## config.mk

```make
export PLATFORM = sky130hd
export DESIGN_NAME = tcp_syn_mss_clamper_flat
export DESIGN_NICKNAME = d
export VERILOG_FILES = /design/src/design/tms_pkg.sv /design/src/design/tms_if.sv /design/src/design/tcp_syn_mss_clamper.sv /design/src/design/tms_parser.sv /design/src/design/tms_outq.sv /design/src/flat_wrapper.sv
export SDC_FILE = /design/constraint.sdc
export NUM_CORES = 1
export LEC_CHECK = 0
export BUFFER_PORTS_ARGS = -buffer_cell sky130_fd_sc_hd__buf_2
export CAP_MARGIN = 20
export CORE_MARGIN = 3
export CORE_UTILIZATION = 35
export CTS_CLUSTER_DIAMETER = 120
export CTS_CLUSTER_SIZE = 14
export DETAILED_ROUTE_END_ITERATION = 7
export PLACE_DENSITY = 0.61
export SLEW_MARGIN = 15
export SYNTH_ARGS = -nofsm -noshare
export SYNTH_HDL_FRONTEND = slang
export SYNTH_SLANG_ARGS = --single-unit
export TNS_END_PERCENT = 10
```

## constraint.sdc

```tcl
create_clock -name clk -period 10.2 [get_ports clk]
set_input_delay 1.02 -clock clk [delete_from_list [all_inputs] [get_ports clk]]
set_output_delay 1.02 -clock clk [all_outputs]
set_load 0.02 [all_outputs]
```

## src/design/tms_pkg.sv

```systemverilog
`default_nettype none

package tms_pkg;

	localparam int FRAME_LEN_BITS_DEF = 16;
	localparam logic [15:0] MSS_LIMIT_RST = 16'd1460;

	localparam logic [4:0] ETH_HDR_BYTES = 5'd14;
	localparam logic [7:0] ETH_P_IP_HI = 8'h08;
	localparam logic [7:0] ETH_P_IP_LO = 8'h00;
	localparam logic [7:0] IP_PROTO_TCP = 8'd6;
	localparam logic [3:0] IP_VERSION_4 = 4'd4;
	localparam logic [3:0] MIN_HDR_WORDS = 4'd5;
	localparam int TH_SYN_BIT = 1;
	localparam logic [5:0] TCP_BASE_LEN = 6'd20;
	localparam logic [7:0] OPT_KIND_END = 8'd0;
	localparam logic [7:0] OPT_KIND_NOOP = 8'd1;
	localparam logic [7:0] OPT_KIND_MSS = 8'd2;
	localparam logic [7:0] OPT_MSS_BYTES = 8'd4;
	localparam logic [7:0] TCP_OPT_MIN_LEN = 8'd2;

	// byte positions inside the frame, counted from zero
	localparam int POS_ETYPE_HI = 12;
	localparam int POS_ETYPE_LO = 13;
	localparam int POS_IP_VER = 14;
	localparam int POS_IP_PROTO = 23;
	// offsets inside the TCP header
	localparam logic [5:0] TCP_REL_OFF = 6'd12;
	localparam logic [5:0] TCP_REL_FLAGS = 6'd13;

	localparam int OUTQ_DEPTH = 4;
	localparam int OUTQ_AW = $clog2(OUTQ_DEPTH);

	typedef enum logic [2:0] {
		PH_IDLE   = 3'd0,
		PH_KIND   = 3'd1,
		PH_LEN    = 3'd2,
		PH_MSS_HI = 3'd3,
		PH_MSS_LO = 3'd4,
		PH_DONE   = 3'd5
	} opt_phase_t;

	typedef struct packed {
		logic [7:0] out_byte;
		logic       out_last;
		logic       mss_rewritten;
	} tms_res_t;

	typedef struct packed {
		tms_res_t   first;
		tms_res_t   second;
		logic [1:0] cnt;
	} tms_push_t;

endpackage

`default_nettype wire

```

## src/design/tms_if.sv

```systemverilog
`default_nettype none

interface tms_in_if;
	logic        valid;
	logic        ready;
	logic [7:0]  data_byte;
	logic        frame_start;
	logic        frame_end;
	logic [15:0] frame_length;

	modport source (output valid, data_byte, frame_start, frame_end, frame_length,
		input ready);
	modport sink (input valid, data_byte, frame_start, frame_end, frame_length,
		output ready);
endinterface

interface tms_out_if;
	logic       valid;
	logic       ready;
	logic [7:0] out_byte;
	logic       out_last;
	logic       mss_rewritten;

	modport source (output valid, out_byte, out_last, mss_rewritten, input ready);
	modport sink (input valid, out_byte, out_last, mss_rewritten, output ready);
endinterface

`default_nettype wire

```

## src/design/tcp_syn_mss_clamper.sv

```systemverilog
// Latency: a byte is queued for output one accepted byte later (on frame_end at once);
// it can leave the cycle after the accepting edge.
// Throughput: one byte per cycle; ready drops only while the four-entry output queue
// lacks room for the two requests a single byte can produce.
// Reset: arst_n clears all parser state, empties the queue and loads mss_limit with 1460.
`default_nettype none

module tcp_syn_mss_clamper
	import tms_pkg::*;
#(
	parameter int FRAME_LEN_BITS = FRAME_LEN_BITS_DEF
) (
	input  wire logic        clk,
	input  wire logic        arst_n,
	tms_in_if.sink           ingress,
	tms_out_if.source        egress,
	input  wire logic        mss_limit_we,
	input  wire logic [15:0] mss_limit_wdata
);

	tms_push_t push;
	tms_res_t  res;
	logic      space_ok, accept;

	assign ingress.ready = space_ok;
	assign accept = ingress.valid && space_ok;

	tms_parser #(
		.FRAME_LEN_BITS(FRAME_LEN_BITS)
	) u_parser (
		.clk            (clk),
		.arst_n         (arst_n),
		.accept         (accept),
		.data_byte      (ingress.data_byte),
		.frame_start    (ingress.frame_start),
		.frame_end      (ingress.frame_end),
		.frame_length   (ingress.frame_length),
		.mss_limit_we   (mss_limit_we),
		.mss_limit_wdata(mss_limit_wdata),
		.push           (push)
	);

	tms_outq u_outq (
		.clk      (clk),
		.arst_n   (arst_n),
		.push_en  (accept),
		.push     (push),
		.space_ok (space_ok),
		.out_valid(egress.valid),
		.out_ready(egress.ready),
		.out_res  (res)
	);

	assign egress.out_byte = res.out_byte;
	assign egress.out_last = res.out_last;
	assign egress.mss_rewritten = res.mss_rewritten;

endmodule

`default_nettype wire

```

## src/design/tms_parser.sv

```systemverilog
`default_nettype none

module tms_parser
	import tms_pkg::*;
#(
	parameter int FRAME_LEN_BITS = FRAME_LEN_BITS_DEF
) (
	input  wire logic        clk,
	input  wire logic        arst_n,
	input  wire logic        accept,
	input  wire logic [7:0]  data_byte,
	input  wire logic        frame_start,
	input  wire logic        frame_end,
	input  wire logic [15:0] frame_length,
	input  wire logic        mss_limit_we,
	input  wire logic [15:0] mss_limit_wdata,
	output tms_push_t        push
);

	localparam int FLB = FRAME_LEN_BITS;
	localparam int LW = FRAME_LEN_BITS + 1;

	logic [FLB-1:0] byte_pos_q, frm_bytes_q;
	logic [5:0]     ip_hdr_q, tcp_hdr_q, nxt_q;
	logic           elig_q, held_vld_q, clamp_q;
	opt_phase_t     phase_q;
	logic [7:0]     kind_q, mss_hi_q, held_byte_q;
	logic [15:0]    mss_limit_q;

	logic [FLB-1:0] pos, flen, diff;
	logic [5:0]     ip, tcp, nxt, rel;
	logic           elig, held_v, clamp;
	opt_phase_t     phase;
	logic [7:0]     kind, mss_hi, hb, b;
	logic [6:0]     tstart, nxt1, nxt2, nxt3, rel7, thl7;
	logic [8:0]     sum9;
	logic [3:0]     ihl, off;
	tms_res_t       cur;

	always_comb begin
		b = data_byte;
		pos = byte_pos_q;
		flen = frm_bytes_q;
		ip = ip_hdr_q;
		tcp = tcp_hdr_q;
		nxt = nxt_q;
		elig = elig_q;
		held_v = held_vld_q;
		clamp = clamp_q;
		phase = phase_q;
		kind = kind_q;
		mss_hi = mss_hi_q;
		hb = held_byte_q;
		push = '0;
		ihl = b[3:0];
		off = b[7:4];
		tstart = '0;
		diff = '0;
		rel = '0;
		sum9 = '0;
		nxt1 = '0;
		nxt2 = '0;
		nxt3 = '0;
		thl7 = '0;

		if (frame_start) begin
			// close out the previous frame with the byte still held
			if (held_vld_q) begin
				push.first = '{out_byte: held_byte_q, out_last: 1'b1, mss_rewritten: clamp_q};
				push.cnt = 2'd1;
			end
			held_v = 1'b0;
			pos = '0;
			flen = frame_length[FLB-1:0];
			ip = '0;
			tcp = '0;
			phase = PH_IDLE;
			nxt = TCP_BASE_LEN;
			kind = '0;
			mss_hi = '0;
			clamp = 1'b0;
			elig = flen >= FLB'(ETH_HDR_BYTES);
		end else if (byte_pos_q != '1) begin
			pos = byte_pos_q + 1'b1;
		end

		if (elig) begin
			if (pos == FLB'(POS_ETYPE_HI) && b != ETH_P_IP_HI) elig = 1'b0;
			if (pos == FLB'(POS_ETYPE_LO) && b != ETH_P_IP_LO) elig = 1'b0;
			if (pos == FLB'(POS_IP_VER)) begin
				ip = {ihl, 2'b00};
				if (b[7:4] != IP_VERSION_4 || ihl < MIN_HDR_WORDS ||
						LW'(ETH_HDR_BYTES) + LW'({ihl, 2'b00}) > LW'(flen))
					elig = 1'b0;
			end
			if (pos == FLB'(POS_IP_PROTO) && b != IP_PROTO_TCP) elig = 1'b0;
		end

		tstart = 7'(ETH_HDR_BYTES) + {1'b0, ip};
		diff = pos - FLB'(tstart);
		rel = diff[5:0];
		rel7 = {1'b0, rel};
		if (elig && pos > FLB'(POS_IP_VER) && pos >= FLB'(tstart) && diff[FLB-1:6] == '0) begin
			if (rel == TCP_REL_OFF) begin
				tcp = {off, 2'b00};
				if (off < MIN_HDR_WORDS || LW'(tstart) + LW'({off, 2'b00}) > LW'(flen))
					elig = 1'b0;
			end else if (rel == TCP_REL_FLAGS) begin
				if (!b[TH_SYN_BIT]) elig = 1'b0;
			end
			if (elig && rel == TCP_BASE_LEN && phase == PH_IDLE) begin
				nxt = TCP_BASE_LEN;
				phase = (tcp > TCP_BASE_LEN) ? PH_KIND : PH_DONE;
			end
			if (elig) begin
				nxt1 = {1'b0, nxt} + 7'd1;
				nxt2 = {1'b0, nxt} + 7'd2;
				nxt3 = {1'b0, nxt} + 7'd3;
				thl7 = {1'b0, tcp};
				sum9 = {3'b000, nxt} + {1'b0, b};
				if (phase == PH_KIND && rel == nxt) begin
					if (b == OPT_KIND_END) begin
						phase = PH_DONE;
					end else if (b == OPT_KIND_NOOP) begin
						nxt = nxt1[5:0];
						if (nxt1 >= thl7) phase = PH_DONE;
					end else if (nxt1 >= thl7) begin
						phase = PH_DONE;
					end else begin
						kind = b;
						phase = PH_LEN;
					end
				end else if (phase == PH_LEN && rel7 == nxt1) begin
					if (b < TCP_OPT_MIN_LEN || sum9 > {3'b000, tcp}) begin
						phase = PH_DONE;
					end else if (kind == OPT_KIND_MSS && b == OPT_MSS_BYTES) begin
						phase = PH_MSS_HI;
					end else begin
						nxt = sum9[5:0];
						phase = (sum9 >= {3'b000, tcp}) ? PH_DONE : PH_KIND;
					end
				end else if (phase == PH_MSS_HI && rel7 == nxt2) begin
					mss_hi = b;
					phase = PH_MSS_LO;
				end else if (phase == PH_MSS_LO && rel7 == nxt3) begin
					phase = PH_DONE;
					// rewrite the held high byte and the current low byte
					if ({mss_hi, b} > mss_limit_q && held_v) begin
						hb = mss_limit_q[15:8];
						b = mss_limit_q[7:0];
						clamp = 1'b1;
					end
				end
			end
		end

		if (held_v) begin
			push.first = '{out_byte: hb, out_last: 1'b0, mss_rewritten: 1'b0};
			push.cnt = 2'd1;
		end

		cur = '{out_byte: b, out_last: 1'b1, mss_rewritten: clamp};
		if (frame_end) begin
			if (push.cnt == 2'd0) begin
				push.first = cur;
			end else begin
				push.second = cur;
			end
			push.cnt = push.cnt + 2'd1;
			held_v = 1'b0;
			elig = 1'b0;
			phase = PH_IDLE;
			clamp = 1'b0;
		end else begin
			hb = b;
			held_v = 1'b1;
		end
	end

	always_ff @(posedge clk or negedge arst_n) begin
		if (!arst_n) begin
			byte_pos_q <= '0;
			frm_bytes_q <= '0;
			ip_hdr_q <= '0;
			tcp_hdr_q <= '0;
			nxt_q <= TCP_BASE_LEN;
			elig_q <= 1'b0;
			held_vld_q <= 1'b0;
			clamp_q <= 1'b0;
			phase_q <= PH_IDLE;
			kind_q <= '0;
			mss_hi_q <= '0;
			held_byte_q <= '0;
		end else if (accept) begin
			byte_pos_q <= pos;
			frm_bytes_q <= flen;
			ip_hdr_q <= ip;
			tcp_hdr_q <= tcp;
			nxt_q <= nxt;
			elig_q <= elig;
			held_vld_q <= held_v;
			clamp_q <= clamp;
			phase_q <= phase;
			kind_q <= kind;
			mss_hi_q <= mss_hi;
			held_byte_q <= hb;
		end
	end

	always_ff @(posedge clk or negedge arst_n) begin
		if (!arst_n) begin
			mss_limit_q <= MSS_LIMIT_RST;
		end else if (mss_limit_we) begin
			mss_limit_q <= mss_limit_wdata;
		end
	end

endmodule

`default_nettype wire

```

## src/design/tms_outq.sv

```systemverilog
`default_nettype none

module tms_outq
	import tms_pkg::*;
(
	input  wire logic      clk,
	input  wire logic      arst_n,
	input  wire logic      push_en,
	input  wire tms_push_t push,
	output logic           space_ok,
	output logic           out_valid,
	input  wire logic      out_ready,
	output tms_res_t       out_res
);

	tms_res_t                mem_q [OUTQ_DEPTH];
	logic [OUTQ_AW-1:0]      wp_q, rp_q;
	logic [OUTQ_AW:0]        cnt_q;
	logic [1:0]              n_push;
	logic                    pop;

	assign n_push = push_en ? push.cnt : 2'd0;
	assign out_valid = cnt_q != '0;
	assign pop = out_valid && out_ready;
	assign out_res = mem_q[rp_q];
	// room for the two requests one item can produce
	assign space_ok = cnt_q <= (OUTQ_AW+1)'(OUTQ_DEPTH - 2);

	always_ff @(posedge clk) begin
		if (n_push != 2'd0) mem_q[wp_q] <= push.first;
		if (n_push == 2'd2) mem_q[wp_q + 1'b1] <= push.second;
	end

	always_ff @(posedge clk or negedge arst_n) begin
		if (!arst_n) begin
			wp_q <= '0;
			rp_q <= '0;
			cnt_q <= '0;
		end else begin
			wp_q <= wp_q + OUTQ_AW'(n_push);
			if (pop) rp_q <= rp_q + 1'b1;
			cnt_q <= cnt_q + (OUTQ_AW+1)'(n_push) - (OUTQ_AW+1)'(pop);
		end
	end

endmodule

`default_nettype wire

```

## src/flat_wrapper.sv

```systemverilog
// flat-port wrapper written by rule: the top's interface ports become plain ports
module tcp_syn_mss_clamper_flat import tms_pkg::*;
#(
	parameter int FRAME_LEN_BITS = FRAME_LEN_BITS_DEF
)
  (clk, arst_n, mss_limit_we, mss_limit_wdata, ingress_valid, ingress_data_byte, ingress_frame_start, ingress_frame_end, ingress_frame_length, ingress_ready, egress_valid, egress_out_byte, egress_out_last, egress_mss_rewritten, egress_ready);
  tms_in_if ingress_i ();
  tms_out_if egress_i ();
  input  wire logic clk;
  input  wire logic arst_n;
  input  wire logic mss_limit_we;
  input  wire logic [15:0] mss_limit_wdata;
  input wire logic [$bits(ingress_i.valid)-1:0] ingress_valid;
  input wire logic [$bits(ingress_i.data_byte)-1:0] ingress_data_byte;
  input wire logic [$bits(ingress_i.frame_start)-1:0] ingress_frame_start;
  input wire logic [$bits(ingress_i.frame_end)-1:0] ingress_frame_end;
  input wire logic [$bits(ingress_i.frame_length)-1:0] ingress_frame_length;
  output wire logic [$bits(ingress_i.ready)-1:0] ingress_ready;
  output wire logic [$bits(egress_i.valid)-1:0] egress_valid;
  output wire logic [$bits(egress_i.out_byte)-1:0] egress_out_byte;
  output wire logic [$bits(egress_i.out_last)-1:0] egress_out_last;
  output wire logic [$bits(egress_i.mss_rewritten)-1:0] egress_mss_rewritten;
  input wire logic [$bits(egress_i.ready)-1:0] egress_ready;
  assign ingress_i.valid = ingress_valid;
  assign ingress_i.data_byte = ingress_data_byte;
  assign ingress_i.frame_start = ingress_frame_start;
  assign ingress_i.frame_end = ingress_frame_end;
  assign ingress_i.frame_length = ingress_frame_length;
  assign ingress_ready = ingress_i.ready;
  assign egress_valid = egress_i.valid;
  assign egress_out_byte = egress_i.out_byte;
  assign egress_out_last = egress_i.out_last;
  assign egress_mss_rewritten = egress_i.mss_rewritten;
  assign egress_i.ready = egress_ready;
  tcp_syn_mss_clamper #(.FRAME_LEN_BITS(FRAME_LEN_BITS)) u_core (.clk(clk), .arst_n(arst_n), .ingress(ingress_i), .egress(egress_i), .mss_limit_we(mss_limit_we), .mss_limit_wdata(mss_limit_wdata));
endmodule
```

# Word-level counts from Yosys, hierarchy flattened
# Memories as Yosys holds them, arrays and structs flattened.
# Index checks and enable logic that the tools add are counted.
[word_totals] reg_bits=103 ramBits=40 inputBits=47 out_inout_bits=12 wordCells=202 mem_count=1
[mem_list] memory="u_core.u_outq.mem_q" depth=4 word_bits=10 rd=1 rd_ports_with_merged_regs=0 wr=2 line_no="tms_outq.sv:16" rtl="tms_res_t mem_q [OUTQ_DEPTH];"
[classes] addsub=15 magnitude_cmp=14 n_eq_ne=23 muxes=106 reduce_logical=27
[ops] cell="two-way mux 8 bit" count=28
[ops] cell="two-way mux 6 bit" count=18
[ops] cell="two-way mux 3 bit" count=18
[ops] cell="two-way mux 10 bit" count=5
[ops] cell="equality test 16 x 4 -> 1 bit (second input constant)" count=3
[ops] cell="two-way mux 16 bit" count=3
[ops] cell="two-way mux 1 bit" count=30
[ops] cell="two-way mux 22 bit" count=1
[ops] cell="equality test 6 x 7 -> 1 bit" count=3
[ops] cell="adder 16 x 1 -> 16 bit (second input constant)" count=1
[ops] cell="equality test 16 x 5 -> 1 bit (second input constant)" count=1
[ops] cell="greater-or-equal comparator 16 x 4 -> 1 bit (second input constant)" count=1
[ops] cell="greater-or-equal comparator 16 x 7 -> 1 bit" count=1
[ops] cell="greater-than comparator 16 bit" count=1
[ops] cell="greater-than comparator 16 x 4 -> 1 bit (second input constant)" count=1
[ops] cell="greater-than comparator 7 x 16 -> 1 bit" count=1
[ops] cell="greater-than comparator 8 x 16 -> 1 bit" count=1
[ops] cell="logical AND 1 bit" count=16
[ops] cell="inequality test 16 bit (second input constant)" count=1
[ops] cell="subtractor 16 x 7 -> 16 bit" count=1
[ops] cell="adder 4 x 6 -> 7 bit (first input constant)" count=2
[ops] cell="adder 6 x 2 -> 7 bit (second input constant)" count=2
[ops] cell="equality test 6 x 4 -> 1 bit (second input constant)" count=2
[ops] cell="zero test 10 bit" count=1
[ops] cell="34 further kinds" count=43

# Logic depth before layout (Yosys ltp)
[depth] depth_word=35 ltp_mapped=42 depth_no_buf=38

# Hierarchy
# From an unflattened synthesis, not the netlist that was laid out.
[hier_totals] cells_unflattened=1165 area_unflattened_um2=11041.8
[modules_own_cells] module="tms_parser" instances=1 cells_each=1021 area_per_inst_um2=8597.0 seq_area_each_um2=2412.3
[modules_own_cells] module="tms_outq" instances=1 cells_each=143 area_per_inst_um2=2438.6 seq_area_each_um2=1376.3
[modules_own_cells] module="tcp_syn_mss_clamper" instances=1 cells_each=1 area_per_inst_um2=6.3 seq_area_each_um2=0.0

# Worst setup path before layout
# OpenSTA, ideal clock, no wires.
[synth_timing] path_type="input to register" startpoint="input port ingress_frame_start" endpoint="register u_core.u_parser.nxt_q[5]" setup_ns=0.123 arrival_ns=9.316 required_time_ns=10.077 path_slack_ns=0.761 stages=41 path_buffers=8 cell_sequence="clkbuf_1 -> buf_2 -> clkbuf_1 -> clkbuf_1 -> clkbuf_1 -> nor3_1 -> nand4_1 -> nor4_1 -> clkbuf_1 -> nor2_1 -> nand2_1 -> ha_1 -> xnor2_1 -> inv_1 -> ha_1 -> and2_1 -> o221ai_1 -> a31oi_1 -> (+5 left out) -> clkbuf_1 -> nor2_1 -> nand2_1 -> inv_1 -> ha_1 -> fa_1 -> ha_1 -> nor2b_1 -> o21a_1 -> o21a_1 -> o21a_1 -> o21a_1 -> o22a_1 -> a211oi_1 -> o211ai_1 -> o211a_1 -> a211oi_1 -> o2bb2ai_1"
[synth_between] elab_chain_cells=25 elab_cells_between_ends=75 classes_between="add/sub: 5; order compare: 6; eq/ne: 12; mux: 36; reduce/logical: 16"
[synth_lines] item="start, declared" line_no="flat_wrapper.sv:15" rtl="input wire logic [$bits(ingress_i.frame_start)-1:0] ingress_frame_start;"
[synth_lines] item="parallel branches: the longest is 24 deep, another holds greater-than comparator 8 x 16 -> 1 bit"
[synth_lines] item="two-way mux 6 bit *" line_no="tms_parser.sv:103" rtl="if (elig && pos > FLB'(POS_IP_VER) && pos >= FLB'(tstart) && diff[FLB-1:6] == '0) begin"
[synth_lines] item="end signal, assigned" line_no="tms_parser.sv:199" rtl="nxt_q <= nxt;"
[synth_lines] item="end, declared" line_no="tms_parser.sv:24" rtl="logic [5:0] ip_hdr_q, tcp_hdr_q, nxt_q;"
# Every way passes the cells marked *. The select of a mux whose other input is x is not followed.
# A chain may end at the register's enable or synchronous reset.

# Worst setup path in the final report
[layout_timing] startpoint="register u_core.u_parser.byte_pos_q[11]" endpoint="register u_core.u_parser.nxt_q[5]"
[layout_between] elab_chain_cells=27 elab_cells_between_ends=66 classes_between="add/sub: 6; order compare: 5; eq/ne: 12; mux: 30; reduce/logical: 13"
[layout_lines] item="start, declared" line_no="tms_parser.sv:23" rtl="logic [FLB-1:0] byte_pos_q, frm_bytes_q;"
[layout_lines] item="start signal, assigned" line_no="tms_parser.sv:195" rtl="byte_pos_q <= pos;"
[layout_lines] item="adder 16 x 1 -> 16 bit / inequality test 16 bit (equally long branches)" line_no="tms_parser.sv:84, tms_parser.sv:83"
[layout_lines] item="two-way mux 16 bit *" line_no="tms_parser.sv:83" rtl="end else if (byte_pos_q != '1) begin"
[layout_lines] item="two-way mux 16 bit *" line_no="tms_parser.sv:66" rtl="if (frame_start) begin"
[layout_lines] item="parallel branches: the longest is 23 deep, another holds greater-than comparator 8 x 16 -> 1 bit"
[layout_lines] item="two-way mux 6 bit *" line_no="tms_parser.sv:103"
# Marks and branches as above.

==> impl_metrics.py <==
metrics = {
    "critical_path": {
        "worstSetupEndpointType": "register",
        "crit_path_start_kind": "register",
        "critical_path_buf_inv_count": 5,
        "critPathRequiredTime_ns": 10.52,
        "critPathSlowestCell": "or4_1",
        "crit_arrival_ns": 9.97,
        "crit_top_cell": "ha_1",
        "critPathTopFamily": "compound AO/OA/AOI/OAI gates",
        "max_stage_delay_ns": 0.65,
        "cp_max_fo": 11,
        "path_class": "register to register",
    },
    "grt": {
        "grtUsageMet3": 0.02598,
        "grt.total_usage": 0.1979,
        "grt_pass1_vias": 10190,
        "use_met2": 0.3193,
        "grt_pass1_wl_mm": 56.79,
        "gr-usage-met1": 0.2792,
        "grt_overflow": 0,
        "grt.busiest_layer": "met2",
        "grt_max_degree": 71,
        "antenna_found_initial": 0,
    },
    "floorplanning": {
        "io-pin-count": 59,
        "die_x_um": 189.6,
        "std_cell_rows": 66,
        "core_area_um2": 32870,
        "dieArea_um2": 35950,
        "start_util": 0.3590,
        "die_y_um": 189.6,
    },
    "pwr": {
        "swShare": 0.3872,
        "power.share.clock": 0.273,
        "p_leak_nw": 5.412,
        "ir_worst_vdd_uv": 119.7,
        "internal_power_w": 0.001465,
        "pwr-share-comb": 0.374,
        "power_density_nw_per_um2": 182.3,
        "fin_total_pwr_w": 0.002390,
        "p_sw_w": 0.0009255,
        "seqPwrFrac": 0.352,
    },
    "route": {
        "wire_per_inst_um": 19.19,
        "dr.pass1.iters": 6,
        "drc_errors": 0,
        "drt_iter0_markers": 1084,
        "postRouteAntennaNets": 0,
        "vias": 10680,
        "routed_wl_mm": 35.12,
        "via_per_inst": 5.838,
    },
    "run": {
        "cap_violations": 0,
    },
    "clocking": {
        "clockBufferDepth": 2,
        "clk_pin_slew_ns": 0.07,
        "clock-sinks": 143,
        "htreeDepth": 4,
        "cts_tree": "yes",
        "cts_buffers": 17,
        "holdBufCountCts": 0,
        "clock_latency_ns": 0.45,
        "root_buffer": "clkbuf_16",
    },
    "synthesis": {
        "synth-seq-cells": 143,
        "yosys_warnings": 0,
        "netlist.area_leader.share": 0.2015,
        "synth-edff-count": 40,
        "synth_top_area_cell": "dfrtp_1",
        "synthDistinctLibCells": 86,
        "synth_common_cells": "nand2_1 (155), nand3_1 (112), dfrtp_1 (95)",
        "synth_most_common_cell": "nand2_1",
        "syn-num-nets": 1488,
        "ys_top_cells_by_area": "dfrtp_1 (20%), edfxtp_1 (10%), ha_1 (7.7%)",
        "synthFlopType": "dfrtp_1",
        "synthCells": 1364,
        "syn_area_per_cell_um2": 8.650,
        "synth_seq_area_share": 0.3211,
        "async_reset_ff_frac": 0.7203,
        "netlist_area_um2": 11800,
    },
    "sta": {
        "setup_viol": 0,
        "fin_skew_ns": 0.01847,
        "min_period_ns": 9.645,
        "tightest_slew_ns": 0.9330,
        "slew_headroom": 0.3757,
        "fin_tns_setup_ns": 0,
        "slew_viol_final": 0,
        "finalHoldViolCount": 0,
        "fmax_mhz": 103.7,
        "timing.final.crit_share": 0.9456,
        "rsz0062_at_grt": "false",
    },
    "finish": {
        "final_nets": 1499,
        "area_growth_pct": 11.11,
        "num_antenna_cells": 0,
        "layout-drive-gt1-share": 0.1455,
    },
    "placement": {
        "gp_congestion": 0.9452,
        "place_hpwl_mm": 26.12,
        "portBuffers": 58,
    },
    "min_path": {
        "hold_class": "register to register",
    },
    "outcome": {
        "status": "finished clean",
    },
}
[placed cells by master (no fill, tap or decap), drive strengths merged, types with 9 or more instances in the layout]
cell type and count:
a31oi 15, clkbuf 18, mux2i 48, edfxtp 40, o21ai 76, and3 12
nor3 30, a21oi 47, and2 10, nand3 113, dfrtp 95, xnor2 32
nor2b 31, nor4 16, mux4 10, xor2 15, ha 73, nor3b 9
a21o 16, nor2 94, a211o 20, inv 68, o22ai 11, nand4 27
o21a 16, mux2 33, nand2 155, o211ai 25, buf 84
[what timing repair did]
| item | 4_1_cts | 5_1_grt |
|---|---|---|
| buffers inserted | 0 | 1 |
| resized for setup | 0 | 12 |
| endpoints found under the setup margin | 0 | 58 |
[layer usage]
metal / share of wire / vias up
met5: 0 / -
met4: 0.017 / 0
met3: 0.062 / 39
met2: 0.47 / 417
met1: 0.46 / 5174
li1: - / 5054
[power by group through the flow]
stage,logic (W),registers [W],clock network [W]
2_1_floorplan,0.000713,0.000790,0
3_3_place_gp,0.000863,0.000850,0
3_5_place_dp,0.000888,0.000852,0
4_1_cts,0.000892,0.000841,0.000667
5_1_grt,0.00100,0.000861,0.000692
6_report,0.000895,0.000842,0.000653
[sequential cells by signal, indices dropped and copies added (netlist names)]
register                     count
u_core.u_parser.phase_q          3
u_core.u_outq.wp_q               2
u_core.u_parser.held_vld_q       1
u_core.u_parser.held_byte_q      8
u_core.u_parser.tcp_hdr_q        6
u_core.u_outq.cnt_q              3
u_core.u_parser.byte_pos_q      16
u_core.u_parser.mss_limit_q     16
u_core.u_parser.kind_q           8
u_core.u_parser.frm_bytes_q     16
u_core.u_parser.clamp_q          1
u_core.u_outq.rp_q               2
u_core.u_parser.ip_hdr_q         6
u_core.u_outq.mem_q             40
u_core.u_parser.elig_q           1
u_core.u_parser.mss_hi_q         8
u_core.u_parser.nxt_q            6
[cell type report]
class	instances	area, um2
clock buffers	18	429.2
clock inverters	14	170.2
fillers	3350	19760
inverters	60	225.2
multi-input cells	1069	7422
flip-flops and latches	143	3797
well taps	442	553.0
repair buffers	84	513.0
[worst reg2reg max path: cells and delay by family (launching register included)]
| family | cells | cell delay [ns] |
|---|---|---|
| AOI/OAI and AO/OA | 16 | 3.54 |
| xor gates and xnor gates | 2 | 0.39 |
| adders and majority gates | 5 | 1.57 |
| buffers and inverters | 5 | 0.66 |
| DFF | 1 | 0.47 |
| and+or+nand+nor | 11 | 2.88 |
[metrics by stage]
step	setup slack [ns]	util	cell area (um2)	cells	hold slack, ns
detailed placement	0.4069	0.3789	12450	1797	0.4643
global route	0.05824	0.3989	13110	1830	0.5036
CTS	0.4069	0.3971	13050	1829	0.4829
global placement	0.4592	0.3784	12440	1795	0.4558
floorplan	0.7612	-	11800	1364	0.4397
finish	0.5549	0.3989	13110	1830	0.4784
[cell families after synthesis]
group                      share of synthesized area
and+or+nand+nor                               0.2339
AOI/OAI and AO/OA                             0.1819
buffers and inverters                        0.05270
DFF                                           0.3211
muxes                                        0.09130
adders and majority gates                    0.08420
xor gates and xnor gates                     0.03489
[worst paths after layout]
path                                                          endpoint  cells after the start  slack (ns)                                        from
setup / recovery                  u_core.u_parser.nxt_q[5]$_DFFE_PN0P_                     39        0.55  u_core.u_parser.byte_pos_q[11]$_DFFE_PN0P_
hold / removal                      u_core.u_parser.elig_q$_DFFE_PN0P_                      2        0.48          u_core.u_parser.elig_q$_DFFE_PN0P_
setup reg to reg                  u_core.u_parser.nxt_q[5]$_DFFE_PN0P_                     39        0.55  u_core.u_parser.byte_pos_q[11]$_DFFE_PN0P_
hold reg to reg                     u_core.u_parser.elig_q$_DFFE_PN0P_                      2        0.48          u_core.u_parser.elig_q$_DFFE_PN0P_
max in group asynchronous       u_core.u_parser.held_vld_q$_DFFE_PN0P_                      2        8.30                                      arst_n
min in group asynchronous  u_core.u_parser.frm_bytes_q[12]$_DFFE_PN0P_                      1        0.54                                      arst_n
(Power assumes the default switching activity.)
